===== config.mk =====
export PLATFORM = sky130hd
export DESIGN_NAME = ffa_ram
export DESIGN_NICKNAME = d
export VERILOG_FILES = /design/src/rtl/core/ffa_ram.sv
export SDC_FILE = /design/constraint.sdc
export NUM_CORES = 1
export LEC_CHECK = 0
export BUFFER_PORTS_ARGS = -buffer_cell sky130_fd_sc_hd__buf_2
export CORE_MARGIN = 2
export CORE_UTILIZATION = 31
export DETAILED_ROUTE_END_ITERATION = 16
export PLACE_DENSITY = 0.45
export SYNTH_ARGS = -nofsm -noshare
export SYNTH_HDL_FRONTEND = slang
export SYNTH_SLANG_ARGS = --single-unit

===== constraint.sdc =====
create_clock -name clk_i -period 5.52 [get_ports clk_i]
set_input_delay 0.828 -clock clk_i [delete_from_list [all_inputs] [get_ports clk_i]]
set_output_delay 0.828 -clock clk_i [all_outputs]
set_load 0.005 [all_outputs]

===== src/rtl/core/ffa_ram.sv =====
`default_nettype none

// Simple dual-port RAM: one write port, one read port, registered read data.
module ffa_ram #(
  parameter int unsigned Width = 8,
  parameter int unsigned Depth = 16
) (
  input  wire logic                     clk_i,
  input  wire logic                     we_i,
  input  wire logic [$clog2(Depth)-1:0] waddr_i,
  input  wire logic [Width-1:0]         wdata_i,
  input  wire logic [$clog2(Depth)-1:0] raddr_i,
  output logic      [Width-1:0]         rdata_o
);

  logic [Width-1:0] mem_q [Depth];

  always_ff @(posedge clk_i) begin
    if (we_i) begin
      mem_q[waddr_i] <= wdata_i;
    end
    rdata_o <= mem_q[raddr_i];
  end

endmodule

`default_nettype wire


==> results of run 1 <==
-- routing by layer --
layer  wire [um]  up-vias  part of all wire [%]
li1            -     1054                     -
met1        4780     1257                    46
met2        5200       42                    50
met3         299       13                   2.9
met4         187        0                   1.8
met5           0        -                     0
-- layout make-up --
| type | instances | area share (%) |
|---|---|---|
| clock buffer | 22 | 7.44 |
| multi-input combinational | 83 | 17.3 |
| tap | 220 | 4.51 |
| sequential | 136 | 65.6 |
| timing repair buffer | 30 | 2.67 |
| clock inverter | 10 | 2.46 |
-- kinds of logic (layout without fill, tap and decap cells) --
| family | after synthesis | after routing | share of synthesized area, % |
|---|---|---|---|
| AO/OA/AOI/OAI | 16 | 16 | 2.33 |
| flip-flops | 136 | 136 | 77.8 |
| multiplexers | 32 | 32 | 15.0 |
| buffers and inverters | 10 | 62 | 1.68 |
| AND/OR/NAND/NOR | 35 | 35 | 3.18 |
-- per-stage QoR --
| step | hold slack (ps) | util (%) | power [uW] |
|---|---|---|---|
| final | 665 | 37.2 | 2420 |
| after global routing | 708 | 37.2 | 2490 |
| after CTS | 674 | 37.2 | 2440 |
| after detailed placement | 661 | 33.5 | 1290 |
| after global placement | 653 | 33.5 | 1290 |
| after floorplan | 629 | - | 1240 |
-- worst register-to-register path, stage by stage, from the launching register on --
cell,delay (ps)
edfxtp_1,350
mux4_1,500
a22oi_1,350
nand2_1,90
-- worst paths after layout --
| kind | cells past startpoint | slack, ps | start | end |
|---|---|---|---|---|
| setup / recovery | 5 | 3200 | raddr_i[0] | rdata_o[2]$_DFF_P_ |
| hold / removal | 3 | 660 | mem_q[14][7]$_DFFE_PP_ | rdata_o[7]$_DFF_P_ |
| setup reg to reg | 3 | 4100 | mem_q[1][2]$_DFFE_PP_ | rdata_o[2]$_DFF_P_ |
| hold reg to reg | 3 | 660 | mem_q[14][7]$_DFFE_PP_ | rdata_o[7]$_DFF_P_ |
-- flip-flops by register name, indices dropped and copies added, names as in the netlist --
register,count
mem_q,128
rdata_o,8
-- power by group through the flow --
stage / sequential, uW / combinational (uW) / clock [uW]
finish: 1160 / 102 / 1150
global route: 1160 / 112 / 1220
CTS: 1160 / 105 / 1170
detailed placement: 1180 / 105 / 0
global placement: 1180 / 104 / 0
floorplan: 1180 / 58.6 / 0
-- cells in the final DEF, fill, tap and decap left out --
cell type   synthesis  routed
a22oi_1            16      16
and2_1              1       1
and2b_1             1       1
buf_2               3      25
buf_4               1       5
bufinv_16           0       4
clkbuf_1            0       4
clkbuf_16           0      17
clkbuf_8            0       1
clkinv_1            0       2
clkinv_2            0       3
clkinvlp_4          0       1
dfxtp_1             8       8
edfxtp_1          128     128
mux4_1             14      14
mux4_2             18      18
nand2_1             9       9
nand2b_1            2       2
nand3_1             1       1
nand3b_1            2       2
nor2_1             13      13
nor2b_1             1       1
nor3_1              4       4
or3b_2              1       1
==> metrics.cfg, run 1 <==
[power]
p_int_uw = 1960
p_comb_share_pct = 4.2
sw_frac_of_total_pct = 18.9
power.switching_uw = 458
ir_drop_mv = 0.209
leakage_uw = 0.00201
p_seq_share_pct = 48.0
pwr-share-clk_pct = 47.7
p_per_area_nw_per_um2 = 396

[timing]
rsz0062_at_grt = no
fmax_mhz = 432
finalWorstSetupSlack_ps = 3200
clock_skew_ps = 10.1
fin_crit_sh_pct = 42.0
slew_violations = 0
slew_headroom_pct = 33.5
hold_viol = 0
worst_slew_pin_slew_ps = 994
setup_violations = 0
tns_ps = 0
post-route-min-period_ps = 2320

[clocking]
tritoncts = done
cts_buffer_depth = 2
insertion_delay_ps = 410
cts_resized = 0
clock_sinks = 136
root_buffer = clkbuf_16
cts_hold_buffers = 0
post_cts_buffers = 0
clkTransAtPathRegs_ps = 50
cts_buffers = 17
htreeDepth = 4

[grt]
first_global_vias = 2481
track_usage_pct = 12.8
grt_max_degree = 33
use_met3_pct = 3.10
grtUsageMet1_pct = 16.7
antenna_found_initial = 0
use_met2_pct = 20.2
grt_first_pass_wirelength_um = 15800
grt_remaining_overflow = 0
grt_most_used_layer = met2

[cells_and_area]
final_nets = 286
area_delta_synth_final_pct = 18.6
drive_above_1_share_pct = 26.7
final-seq-area_sq_um = 4000
multi_input_area_sq_um = 1060
fillers = 1495
antenna_cells = 0
final_area_sq_um = 6100
layout.cells.non_filler = 501

[setup_path]
critical_path.top_delay_family = multiplexers
critical_path_peak_fanout = 28
critical_path.startpoint_type = input port
cp-end-kind = flop
cpMaxStageDelayCell = mux4_1
cp_data_required_time_ps = 5810
max_stage_delay_ps = 660
arrival_ps = 2600
crit_chain = buf_2 > buf_4 > mux4_1 > a22oi_1 > nand2_1
critPathBufInv = 2
worstSetupPathType = input port to flop

[placement]
place_area_sq_um = 5500
place_hpwl_um = 6690
pre_cts_slack_ps = 2800
gp_congestion = 0.722
port_buffers = 25
place_inst = 469

[min_path]
hold_class = flop to flop

[synthesis]
synth_cell_types = 19
synth_flop_cell = edfxtp_1
syn-num-nets = 247
ys_ff_latch = 136
syn_avg_cell_area_sq_um = 22.5
synthCells = 229
ys_warn_count = 0
synth_edf_count = 128
syn-cell-area_sq_um = 5150
synthArstFlopShare_pct = 0
synth_commonest_cells = edfxtp_1, mux4_2, a22oi_1
synth-seq-area-share_pct = 77.8
yosysTopAreaCell = edfxtp_1
synthTopCellsByArea = edfxtp_1, mux4_2, mux4_1, dfxtp_1, a22oi_1
yosysMostFrequentCell = edfxtp_1
synth_top_area_share_pct = 74.7

[status]
status = completed

[routing]
drc_errors = 0
dr.pass1.iters = 4
detail_route.vias_per_cell = 4.72
drt-initial-drc-count = 231
routedWlPerCell_um = 20.9
vias = 2366
ant_nets = 0
routed_wl_um = 10500

[floorplanning]
io_pins = 26
core_area_sq_um = 16400
dieWidth_um = 133
initial_core_util_pct = 31.4
die_h_um = 133
rows = 47
dieArea_sq_um = 17700

[run]
max_cap_viol_count = 0

(Power assumes the default switching activity.)
==> inputs of run 2 (changes only) <==
--- a/config.mk
+++ b/config.mk
@@ -9,7 +9,7 @@
 export CORE_MARGIN = 2
 export CORE_UTILIZATION = 31
 export DETAILED_ROUTE_END_ITERATION = 16
-export PLACE_DENSITY = 0.45
+export PLACE_DENSITY = 0.47
 export SYNTH_ARGS = -nofsm -noshare
 export SYNTH_HDL_FRONTEND = slang
 export SYNTH_SLANG_ARGS = --single-unit
==> constraint.sdc (replaced) <==
create_clock -name clk_i -period 2.1 [get_ports clk_i]
set_input_delay 0.315 -clock clk_i [delete_from_list [all_inputs] [get_ports clk_i]]
set_output_delay 0.315 -clock clk_i [all_outputs]
set_load 0.005 [all_outputs]
==> run 2 against run 1 <==
Worst hold slack lost 370 ps. Final cell count is 3.0% higher. Utilization increased by 0.59 points. Die area stayed put. Total power increased to 2.5 times the previous value. Sequential share of layout area shrank 1.0 points. Clock skew fell by 1.6 ps. Via count is 1.2% higher. First-iteration DRC count fell by 14%. Count of clock-buffer cells in the layout fell by 4. Critical path depth unchanged. Setup slack lost 2500 ps.
==> metrics.cfg, run 2 (synthesis results as in run 1) <==
[status]
status = completed

[placement]
port_buffers = 25
gp_congestion = 0.671
place_inst = 484
place_hpwl_um = 6640

[setup_path]
cp_data_required_time_ps = 2390
critical_path_peak_fanout = 32
arrival_ps = 1670
max_stage_delay_ps = 580
cp-end-kind = flop
worstSetupPathType = input port to flop
crit_chain = buf_2 > buf_12 > mux4_1 > a22oi_1 > nand2_1
cpMaxStageDelayCell = mux4_1
critical_path.startpoint_type = input port

[timing]
slew_headroom_pct = 69.5
post-route-min-period_ps = 1380
fin_crit_sh_pct = 65.8
setup_violations = 0
hold_viol = 0
fmax_mhz = 724
tns_ps = 0
worst_slew_pin_slew_ps = 457
slew_violations = 0
rsz0062_at_grt = no
clock_skew_ps = 8.51
holdWs_ps = 290

[floorplanning]
io_pins = 26
die_h_um = 133
initial_core_util_pct = 31.4
dieArea_sq_um = 17700
dieWidth_um = 133
rows = 47
core_area_sq_um = 16400

[power]
power.total_uw = 6130
ir_drop_mv = 0.536
leakage_uw = 0.00208
p_per_area_nw_per_um2 = 989

[grt]
track_usage_pct = 12.6
grt_remaining_overflow = 0
antenna_found_initial = 0
grt_max_degree = 33
first_global_vias = 2521
grt_first_pass_wirelength_um = 15700

[clocking]
cts_buffers = 17
cts_buffer_depth = 2
cts_resized = 0
htreeDepth = 4
clock_sinks = 136
clkTransAtPathRegs_ps = 60
tritoncts = done
cts_hold_buffers = 0
insertion_delay_ps = 410
root_buffer = clkbuf_16
post_cts_buffers = 0

[cells_and_area]
drive_above_1_share_pct = 31.4
layout.cells.non_filler = 516
largest_reg_flops = 128
antenna_cells = 0
final_cell_mix = edfxtp_1, buf_2, mux4_2, buf_4, clkbuf_16
fillers = 1506
area_delta_synth_final_pct = 20.4
final_common_cell = edfxtp_1
max_flop_register = mem_q
post-route-util_pct = 37.8
biggestRegsByFlops = mem_q x128, rdata_o x8
final_nets = 301

[routing]
drc_errors = 0
dr.pass1.iters = 5
detail_route.vias_per_cell = 4.64
ant_nets = 0
vias = 2394
drt-initial-drc-count = 198
routed_wl_um = 10300
routedWlPerCell_um = 20.0

[run]
max_cap_viol_count = 0

[min_path]
hold_class = input port to flop

==> run 2: report_power, final <==
| group | internal [uW] | total (uW) | switching (uW) |
|---|---|---|---|
| clock | 1730 | 2800 | 1070 |
| sequential | 3040 | 3050 | 16.8 |
| combinational | 123 | 281 | 158 |
| total | 4890 | 6130 | 1240 |
==> run 2: path summary, 6_finish.rpt <==
path,startpoint,to,slack (ps),cells after the start
worst max-delay path,raddr_i[0],rdata_o[1]$_DFF_P_,720,5
worst min-delay path,wdata_i[6],mem_q[4][6]$_DFFE_PP_,290,1
worst max register to register,mem_q[9][1]$_DFFE_PP_,rdata_o[1]$_DFF_P_,730,3
worst min register to register,mem_q[7][1]$_DFFE_PP_,rdata_o[1]$_DFF_P_,660,3
==> run 2: layout make-up <==
type,instances,area [sq um],area share (%)
timing repair buffer,45,300,4.84
clock inverter,14,134,2.16
tap,220,275,4.44
multi-input combinational,83,1060,17.1
clock buffer,18,429,6.92
sequential,136,4000,64.6
==> run 2: metrics by stage <==
step                      worst slack [ps]  instance area (sq um)
after global placement                 257                   5640
after floorplan                        292                   5150
final                                  719                   6200
after global routing                   637                   6200
after CTS                              699                   6200
after detailed placement               264                   5640
==> run 2: per-layer routing <==
metal | share of wire, % | vias to the layer above | GRT usage, %
met2 | 49 | 56 | 19.9
li1 | - | 1082 | -
met5 | 0 | - | 0
met1 | 45 | 1246 | 16.2
met4 | 1.2 | 0 | 5.73
met3 | 4.6 | 10 | 3.49
==> run 2: critical path, delay by kind of cell <==
| family | cells | cell delay [ps] |
|---|---|---|
| AO/OA/AOI/OAI | 1 | 320 |
| buffers and inverters | 2 | 360 |
| multiplexers | 1 | 580 |
| AND/OR/NAND/NOR | 1 | 80 |
