File: src/rtl/core/ffa_pkg.sv
`default_nettype none

package ffa_pkg;

  // Fixed widths of the item fields at the block boundary.
  localparam int unsigned ActionW   = 2;
  localparam int unsigned ReqWordsW = 10;
  localparam int unsigned OwnerInW  = 8;
  localparam int unsigned AddrW     = 10;

  // Action codes carried by an input item.
  localparam logic [ActionW-1:0] ActAlloc   = 2'd0;
  localparam logic [ActionW-1:0] ActFree    = 2'd1;
  localparam logic [ActionW-1:0] ActFreeAll = 2'd2;

  // One result item as it leaves the sequencer.
  typedef struct packed {
    logic             ok;
    logic [AddrW-1:0] address;
  } result_t;

endpackage

`default_nettype wire

File: src/rtl/core/ffa_ctrl.sv
`default_nettype none

// Sequencer that walks the header chain held in the header RAM.
module ffa_ctrl
  import ffa_pkg::*;
#(
  parameter int unsigned ARENA_WORDS = 1024,
  parameter int unsigned OWNER_BITS  = 8,
  localparam int unsigned IdxW   = $clog2(ARENA_WORDS),
  localparam int unsigned EntryW = IdxW + 1 + OWNER_BITS
) (
  input  wire logic                 clk_i,
  input  wire logic                 rst_ni,
  input  wire logic                 in_valid_i,
  output logic                      in_ready_o,
  input  wire logic [ActionW-1:0]   action_i,
  input  wire logic [ReqWordsW-1:0] request_words_i,
  input  wire logic [OwnerInW-1:0]  owner_i,
  input  wire logic [AddrW-1:0]     block_address_i,
  output logic                      ram_we_o,
  output logic      [IdxW-1:0]      ram_waddr_o,
  output logic      [EntryW-1:0]    ram_wdata_o,
  output logic      [IdxW-1:0]      ram_raddr_o,
  input  wire logic [EntryW-1:0]    ram_rdata_i,
  output logic                      res_valid_o,
  input  wire logic                 res_ready_i,
  output result_t                   res_o
);

  localparam int unsigned NwW    = ReqWordsW + 1;
  localparam int unsigned SumW   = ((IdxW > ReqWordsW) ? IdxW : ReqWordsW) + 1;
  localparam int unsigned WalkLimit = 4 * ARENA_WORDS + 8;
  localparam int unsigned StepW  = $clog2(4 * ARENA_WORDS + 10);
  localparam int unsigned NextLo = OWNER_BITS + 1;
  localparam int unsigned BusyB  = OWNER_BITS;
  localparam logic [IdxW-1:0] LastIdx = IdxW'(ARENA_WORDS - 1);

  localparam logic [3:0] SInit0  = 4'd0;
  localparam logic [3:0] SInit1  = 4'd1;
  localparam logic [3:0] SIdle   = 4'd2;
  localparam logic [3:0] SAllocP = 4'd3;
  localparam logic [3:0] SAllocQ = 4'd4;
  localparam logic [3:0] SSplit  = 4'd5;
  localparam logic [3:0] STake   = 4'd6;
  localparam logic [3:0] SFree   = 4'd7;
  localparam logic [3:0] SFreeAll = 4'd8;
  localparam logic [3:0] SEmit   = 4'd9;

  function automatic logic [EntryW-1:0] pack_hdr(input logic [IdxW-1:0] nx,
                                                 input logic bz,
                                                 input logic [OWNER_BITS-1:0] ow);
    return {nx, bz, ow};
  endfunction

  logic [3:0]            state_q, state_d;
  logic [IdxW-1:0]       p_q, p_d;
  logic [IdxW-1:0]       q_q, q_d;
  logic [IdxW-1:0]       nxt_q, nxt_d;
  logic [OWNER_BITS-1:0] hown_q, hown_d;
  logic [OWNER_BITS-1:0] tag_q, tag_d;
  logic [NwW-1:0]        nw_q, nw_d;
  logic [StepW-1:0]      steps_q, steps_d;
  logic                  pass_q, pass_d;
  result_t               res_q, res_d;

  logic [IdxW-1:0]       rd_next;
  logic                  rd_busy;
  logic [OWNER_BITS-1:0] rd_owner;
  logic [StepW-1:0]      steps_inc;
  logic                  over_limit;
  logic [IdxW-1:0]       adv_next;
  logic                  adv_wrap;
  logic                  adv_fail;
  logic [SumW-1:0]       end_need;
  logic                  fits;
  logic                  free_ok;
  logic [IdxW-1:0]       free_hdr;

  assign rd_next  = ram_rdata_i[NextLo +: IdxW];
  assign rd_busy  = ram_rdata_i[BusyB];
  assign rd_owner = ram_rdata_i[OWNER_BITS-1:0];

  assign steps_inc  = steps_q + StepW'(1);
  assign over_limit = 32'(steps_inc) > WalkLimit;

  // Advancing to the next header: from the fresh read in SAllocP, or from the
  // merged link held in nxt_q after the merge loop.
  assign adv_next = (state_q == SAllocP) ? rd_next : nxt_q;
  assign adv_wrap = adv_next <= p_q;
  assign adv_fail = over_limit || (adv_wrap && ((adv_next != '0) || pass_q));

  assign end_need = SumW'(p_q) + SumW'(nw_q);
  assign fits     = SumW'(q_q) >= end_need;

  assign free_ok  = (block_address_i != '0) && (32'(block_address_i) <= ARENA_WORDS);
  assign free_hdr = IdxW'(block_address_i - AddrW'(1));

  assign in_ready_o  = (state_q == SIdle);
  assign res_valid_o = (state_q == SEmit);
  assign res_o       = res_q;

  always_comb begin
    state_d = state_q;
    p_d     = p_q;
    q_d     = q_q;
    nxt_d   = nxt_q;
    hown_d  = hown_q;
    tag_d   = tag_q;
    nw_d    = nw_q;
    steps_d = steps_q;
    pass_d  = pass_q;
    res_d   = res_q;

    ram_we_o    = 1'b0;
    ram_waddr_o = p_q;
    ram_wdata_o = pack_hdr(nxt_q, 1'b0, hown_q);
    ram_raddr_o = p_q;

    unique case (state_q)
      SInit0: begin
        ram_we_o    = 1'b1;
        ram_waddr_o = '0;
        ram_wdata_o = pack_hdr(LastIdx, 1'b0, '0);
        state_d     = SInit1;
      end
      SInit1: begin
        ram_we_o    = 1'b1;
        ram_waddr_o = LastIdx;
        ram_wdata_o = pack_hdr('0, 1'b1, '0);
        state_d     = SIdle;
      end
      SIdle: begin
        if (in_valid_i) begin
          tag_d = OWNER_BITS'(owner_i);
          unique case (action_i)
            ActAlloc: begin
              p_d         = '0;
              steps_d     = '0;
              pass_d      = 1'b0;
              nw_d        = NwW'(request_words_i) + NwW'(1);
              ram_raddr_o = '0;
              state_d     = SAllocP;
            end
            ActFree: begin
              if (free_ok) begin
                p_d         = free_hdr;
                ram_raddr_o = free_hdr;
                state_d     = SFree;
              end else begin
                res_d   = '{ok: 1'b1, address: '0};
                state_d = SEmit;
              end
            end
            ActFreeAll: begin
              p_d         = '0;
              ram_raddr_o = '0;
              state_d     = SFreeAll;
            end
            default: begin
              res_d   = '{ok: 1'b0, address: '0};
              state_d = SEmit;
            end
          endcase
        end
      end
      SAllocP, SAllocQ: begin
        if ((state_q == SAllocP) && !rd_busy) begin
          // Idle block: start merging with the headers that follow it.
          nxt_d       = rd_next;
          hown_d      = rd_owner;
          q_d         = rd_next;
          ram_raddr_o = rd_next;
          state_d     = SAllocQ;
        end else if ((state_q == SAllocQ) && !rd_busy) begin
          if (over_limit) begin
            ram_we_o = 1'b1;
            res_d    = '{ok: 1'b0, address: '0};
            state_d  = SEmit;
          end else begin
            steps_d     = steps_inc;
            nxt_d       = rd_next;
            q_d         = rd_next;
            ram_raddr_o = rd_next;
          end
        end else if ((state_q == SAllocQ) && fits) begin
          state_d = SSplit;
        end else begin
          // Write back the merged link, then step along the chain.
          ram_we_o = (state_q == SAllocQ);
          if (adv_fail) begin
            res_d   = '{ok: 1'b0, address: '0};
            state_d = SEmit;
          end else begin
            steps_d     = steps_inc;
            pass_d      = pass_q | adv_wrap;
            p_d         = adv_next;
            ram_raddr_o = adv_next;
            state_d     = SAllocP;
          end
        end
      end
      SSplit: begin
        ram_waddr_o = IdxW'(end_need);
        ram_wdata_o = pack_hdr(nxt_q, 1'b0, '0);
        ram_we_o    = SumW'(q_q) > end_need;
        state_d     = STake;
      end
      STake: begin
        ram_we_o    = 1'b1;
        ram_wdata_o = pack_hdr(IdxW'(end_need), 1'b1, tag_q);
        res_d       = '{ok: 1'b1, address: AddrW'(p_q + IdxW'(1))};
        state_d     = SEmit;
      end
      SFree: begin
        ram_we_o    = 1'b1;
        ram_wdata_o = pack_hdr(rd_next, 1'b0, '0);
        res_d       = '{ok: 1'b1, address: '0};
        state_d     = SEmit;
      end
      SFreeAll: begin
        ram_wdata_o = pack_hdr(rd_next, 1'b0, '0);
        ram_we_o    = (rd_owner == tag_q) && (p_q != LastIdx);
        if (rd_next <= p_q) begin
          res_d   = '{ok: 1'b1, address: '0};
          state_d = SEmit;
        end else begin
          p_d         = rd_next;
          ram_raddr_o = rd_next;
        end
      end
      SEmit: begin
        if (res_ready_i) begin
          state_d = SIdle;
        end
      end
      default: begin
        state_d = SIdle;
      end
    endcase
  end

  always_ff @(posedge clk_i or negedge rst_ni) begin
    if (!rst_ni) begin
      state_q <= SInit0;
    end else begin
      state_q <= state_d;
    end
  end

  always_ff @(posedge clk_i) begin
    p_q     <= p_d;
    q_q     <= q_d;
    nxt_q   <= nxt_d;
    hown_q  <= hown_d;
    tag_q   <= tag_d;
    nw_q    <= nw_d;
    steps_q <= steps_d;
    pass_q  <= pass_d;
    res_q   <= res_d;
  end

endmodule

`default_nettype wire

File: config.mk
export PLATFORM = sky130hd
export DESIGN_NAME = ffa_ctrl
export DESIGN_NICKNAME = d
export VERILOG_FILES = /design/src/rtl/core/ffa_pkg.sv /design/src/rtl/core/ffa_ctrl.sv
export SDC_FILE = /design/constraint.sdc
export NUM_CORES = 1
export LEC_CHECK = 0
export ABC_AREA = 1
export BUFFER_PORTS_ARGS = -buffer_cell sky130_fd_sc_hd__buf_2
export CAP_MARGIN = 20
export CORE_MARGIN = 8
export CORE_UTILIZATION = 40
export CTS_CLUSTER_DIAMETER = 100
export DETAILED_ROUTE_END_ITERATION = 10
export PLACE_DENSITY = 0.66
export SLEW_MARGIN = 10
export SYNTH_ARGS = -nofsm -noshare
export SYNTH_HDL_FRONTEND = slang
export SYNTH_SLANG_ARGS = --single-unit
File: constraint.sdc
create_clock -name clk_i -period 11.1 [get_ports clk_i]
set_input_delay 0 -clock clk_i [delete_from_list [all_inputs] [get_ports clk_i]]
set_output_delay 0 -clock clk_i [all_outputs]
set_load 0.05 [all_outputs]
==> results_dict.tcl <==
set metrics [dict create \
    critPathLaunchType "flip-flop" \
    gp_congestion 0.955 \
    crit_buf_inv 4 \
    routed_wl_mm 22.5 \
    slowest_stage "nand3_1" \
    synth-edff-count 72 \
    syn_nets 1033 \
    slowest_delay_ps 610 \
    slew_violations 0 \
    layout-drive-gt1-share_pct 16.4 \
    root_buffer "clkbuf_16" \
    hold_violations 0 \
    worstPathRequired_ps 11100 \
    io_pins 106 \
    numCtsBuffers 9 \
    num_rows 48 \
    grt_pass1_wl_mm 35.7 \
    antenna_found_initial 0 \
    synth_warnings 0 \
    dieArea_sq_um 21600 \
    path_common_cell "nand3_1" \
    fin_ws_ps 5790 \
    grt_overflow 0 \
    die_h_um 147 \
    min_path_cells 4 \
    drtIter0Drc 699 \
    max_slew_margin_pct 28.0 \
    drc_errors 0 \
    start_util_pct 40.3 \
    synth_cell_types 52 \
    path_cells "ha_1 > inv_1 > fa_1 > inv_1 > a21oi_1 > o21bai_1 > xor2_1 > inv_1 > ha_1 > nand3_1 > or3_1 > nand3_1 > nand3_1 > nand3_1 > nand2_1 > nand3_1 > nand2_1 > a21oi_1 > buf_2" \
    cts_setup_buffers 0 \
    first_pass_iters 6 \
    cp.depth 19 \
    period_minus_slack_ps 5310 \
    final_cells 1298 \
    r2r_cells 16 \
    cp-end-kind "output port" \
    coreArea_sq_um 17000 \
    setup_viol 0 \
    synth_area_per_cell_sq_um 7.33 \
    status "complete, no violations" \
    cts-hold-fix-buffers 35 \
    tightestPinTransition_ps 1080 \
    cpLargestDelayFamily "simple AND/OR/NAND/NOR gates" \
    synth_cells 934 \
    multiInputGateArea_sq_um 3940 \
    synth-seq-cells 76 \
    wl_per_cell_um 17.4 \
    fillCellCount 1692 \
    portBuffers 105 \
    setup_tns_ps 0 \
    async_flop_share_pct 5.26 \
    path_clk_slew_ps 70 \
    period_share_pct 47.8 \
    viasPerCell 5.42 \
    worstPathArrival_ps 5310 \
    yosysSeqAreaShare_pct 33.0 \
    cts_tree "done" \
    dp_cells 1245 \
    maxCapViolations 0 \
    cts_resized 0 \
    drt.antenna.violating_nets 0 \
    clock_path_buffers 2 \
    area_growth_pct 19.7 \
    dp_hpwl_mm 17.6 \
    max_freq_mhz 188 \
    via_count 7040 \
    grt_use_total_pct 20.7 \
    cts.htree.levels 3 \
    grt_pass1_vias 6818 \
    syn_area_sq_um 6850 \
    critPathKind "reg -> out" \
    nets 1166 \
    grt_max_degree 22 \
    place_ws_ps 6260 \
    clk_latency_ps 360 \
    rsz0062_at_grt "false" \
    worstPathMaxFanout 13 \
    hold_path_class "in -> reg" \
    register_area_sq_um 2260 \
    clock_skew_ps 12.2 \
    die_w_um 147 \
    cts.sinks 76 \
    ys.flop_type "edfxtp_1" \
]
==> worst reg2reg max path: cells and delay by family (launching register included) <==
| kind | cells | cell delay (ps) |
|---|---|---|
| compound gates | 4 | 770 |
| xor+xnor | 1 | 260 |
| fa+ha+maj | 3 | 1030 |
| buf+inv | 3 | 260 |
| flops | 1 | 560 |
| simple gates | 5 | 1500 |
==> final timing paths <==
| path | end | slack, ps | startpoint |
|---|---|---|---|
| max | ram_raddr_o[0] | 5790 | p_q[0] |
| min | state_q[1] | 20 | in_valid_i |
| max reg2reg | res_o[2] | 6400 | p_q[0] |
| max in group asynchronous | state_q[1] | 10360 | rst_ni |
| min reg2reg | pass_q | 580 | pass_q |
| min in group asynchronous | state_q[0] | 560 | rst_ni |
==> synthesized netlist by cell type (3+ instances only) <==
| cell | instances | area (sq um) |
|---|---|---|
| nand2_1 | 232 | 871 |
| inv_1 | 127 | 477 |
| nor2_1 | 89 | 334 |
| nand3_1 | 78 | 390 |
| edfxtp_1 | 72 | 2160 |
| a21oi_1 | 63 | 315 |
| ha_1 | 45 | 563 |
| xor2_1 | 24 | 210 |
| nor3_1 | 23 | 115 |
| o21ai_0 | 17 | 85.1 |
| o221ai_1 | 12 | 105 |
| clkbuf_1 | 11 | 41.3 |
| nand3_2 | 10 | 100 |
| nand4_1 | 10 | 62.6 |
| o21ai_2 | 9 | 78.8 |
| a21oi_2 | 8 | 70.1 |
| o22ai_1 | 8 | 50.1 |
| a22o_1 | 7 | 61.3 |
| inv_2 | 7 | 26.3 |
| nor2_2 | 6 | 37.5 |
| xnor2_1 | 6 | 52.6 |
| buf_2 | 5 | 25.0 |
| o21a_1 | 5 | 37.5 |
| buf_6 | 4 | 45.0 |
| clkinv_1 | 4 | 15.0 |
| dfrtp_1 | 4 | 100 |
| nand2_2 | 4 | 25.0 |
| nor2_4 | 4 | 45.0 |
| nor4_1 | 4 | 25.0 |
| a31oi_1 | 3 | 18.8 |
| o2111ai_1 | 3 | 26.3 |
| o211ai_1 | 3 | 22.5 |
==> kinds of logic after synthesis <==
kind of cell	synth area share, %
compound gates	14.8
xor+xnor	4.07
fa+ha+maj	8.51
buf+inv	9.41
flops	33.0
simple gates	30.1
==> registers in the layout (all words and copies together), names as in the netlist <==
name	flops
hown_q	8
state_q	4
pass_q	1
nw_q	11
p_q	10
tag_q	8
nxt_q	10
steps_q	13
res_o	11
==> through the flow <==
stage / instance area [sq um] / util (%) / hold slack, ps
floorplan: 6850 / - / -296
global placement: 7540 / 44.4 / -193
detailed placement: 7550 / 44.4 / -189
CTS: 8180 / 48.2 / 3.40
global route: 8190 / 48.2 / 62.4
finish: 8190 / 48.2 / 16.2
==> placed cells by master (no fill, tap or decap), types with 9 or more instances in the layout <==
cell and count:
nand4_1 10, nand3_2 10, clkbuf_16 9, o21ai_2 9, nor2_1 89, nand2_1 232, ha_1 45, edfxtp_1 72
nor3_1 23, dlygate4sd3_1 35, buf_2 105, a21oi_1 63, o21ai_0 17, xor2_1 24, nand3_1 78, o221ai_1 12
inv_1 127
==> per-layer routing <==
metal  track usage (%)  routed length, um  vias to the layer above
met5                 0                  0                        -
met4              11.4                979                        0
met3              3.17               1390                       65
met2              35.0              10900                      282
met1              24.7               9220                     3264
li1                  -                  -                     3429
==> layout make-up <==
| class | instances | area share (%) |
|---|---|---|
| diodes | 1 | 0.0305 |
| clock buffers | 9 | 2.75 |
| clock inverters | 7 | 0.702 |
| inverters | 138 | 6.32 |
| multi-input cells | 698 | 48.1 |
| flip-flops and latches | 76 | 27.6 |
| well taps | 225 | 3.44 |
| repair buffers | 144 | 11.1 |
Power is not shown: default switching activity piles up to over one toggle a cycle in this logic, so the estimate is an artifact.
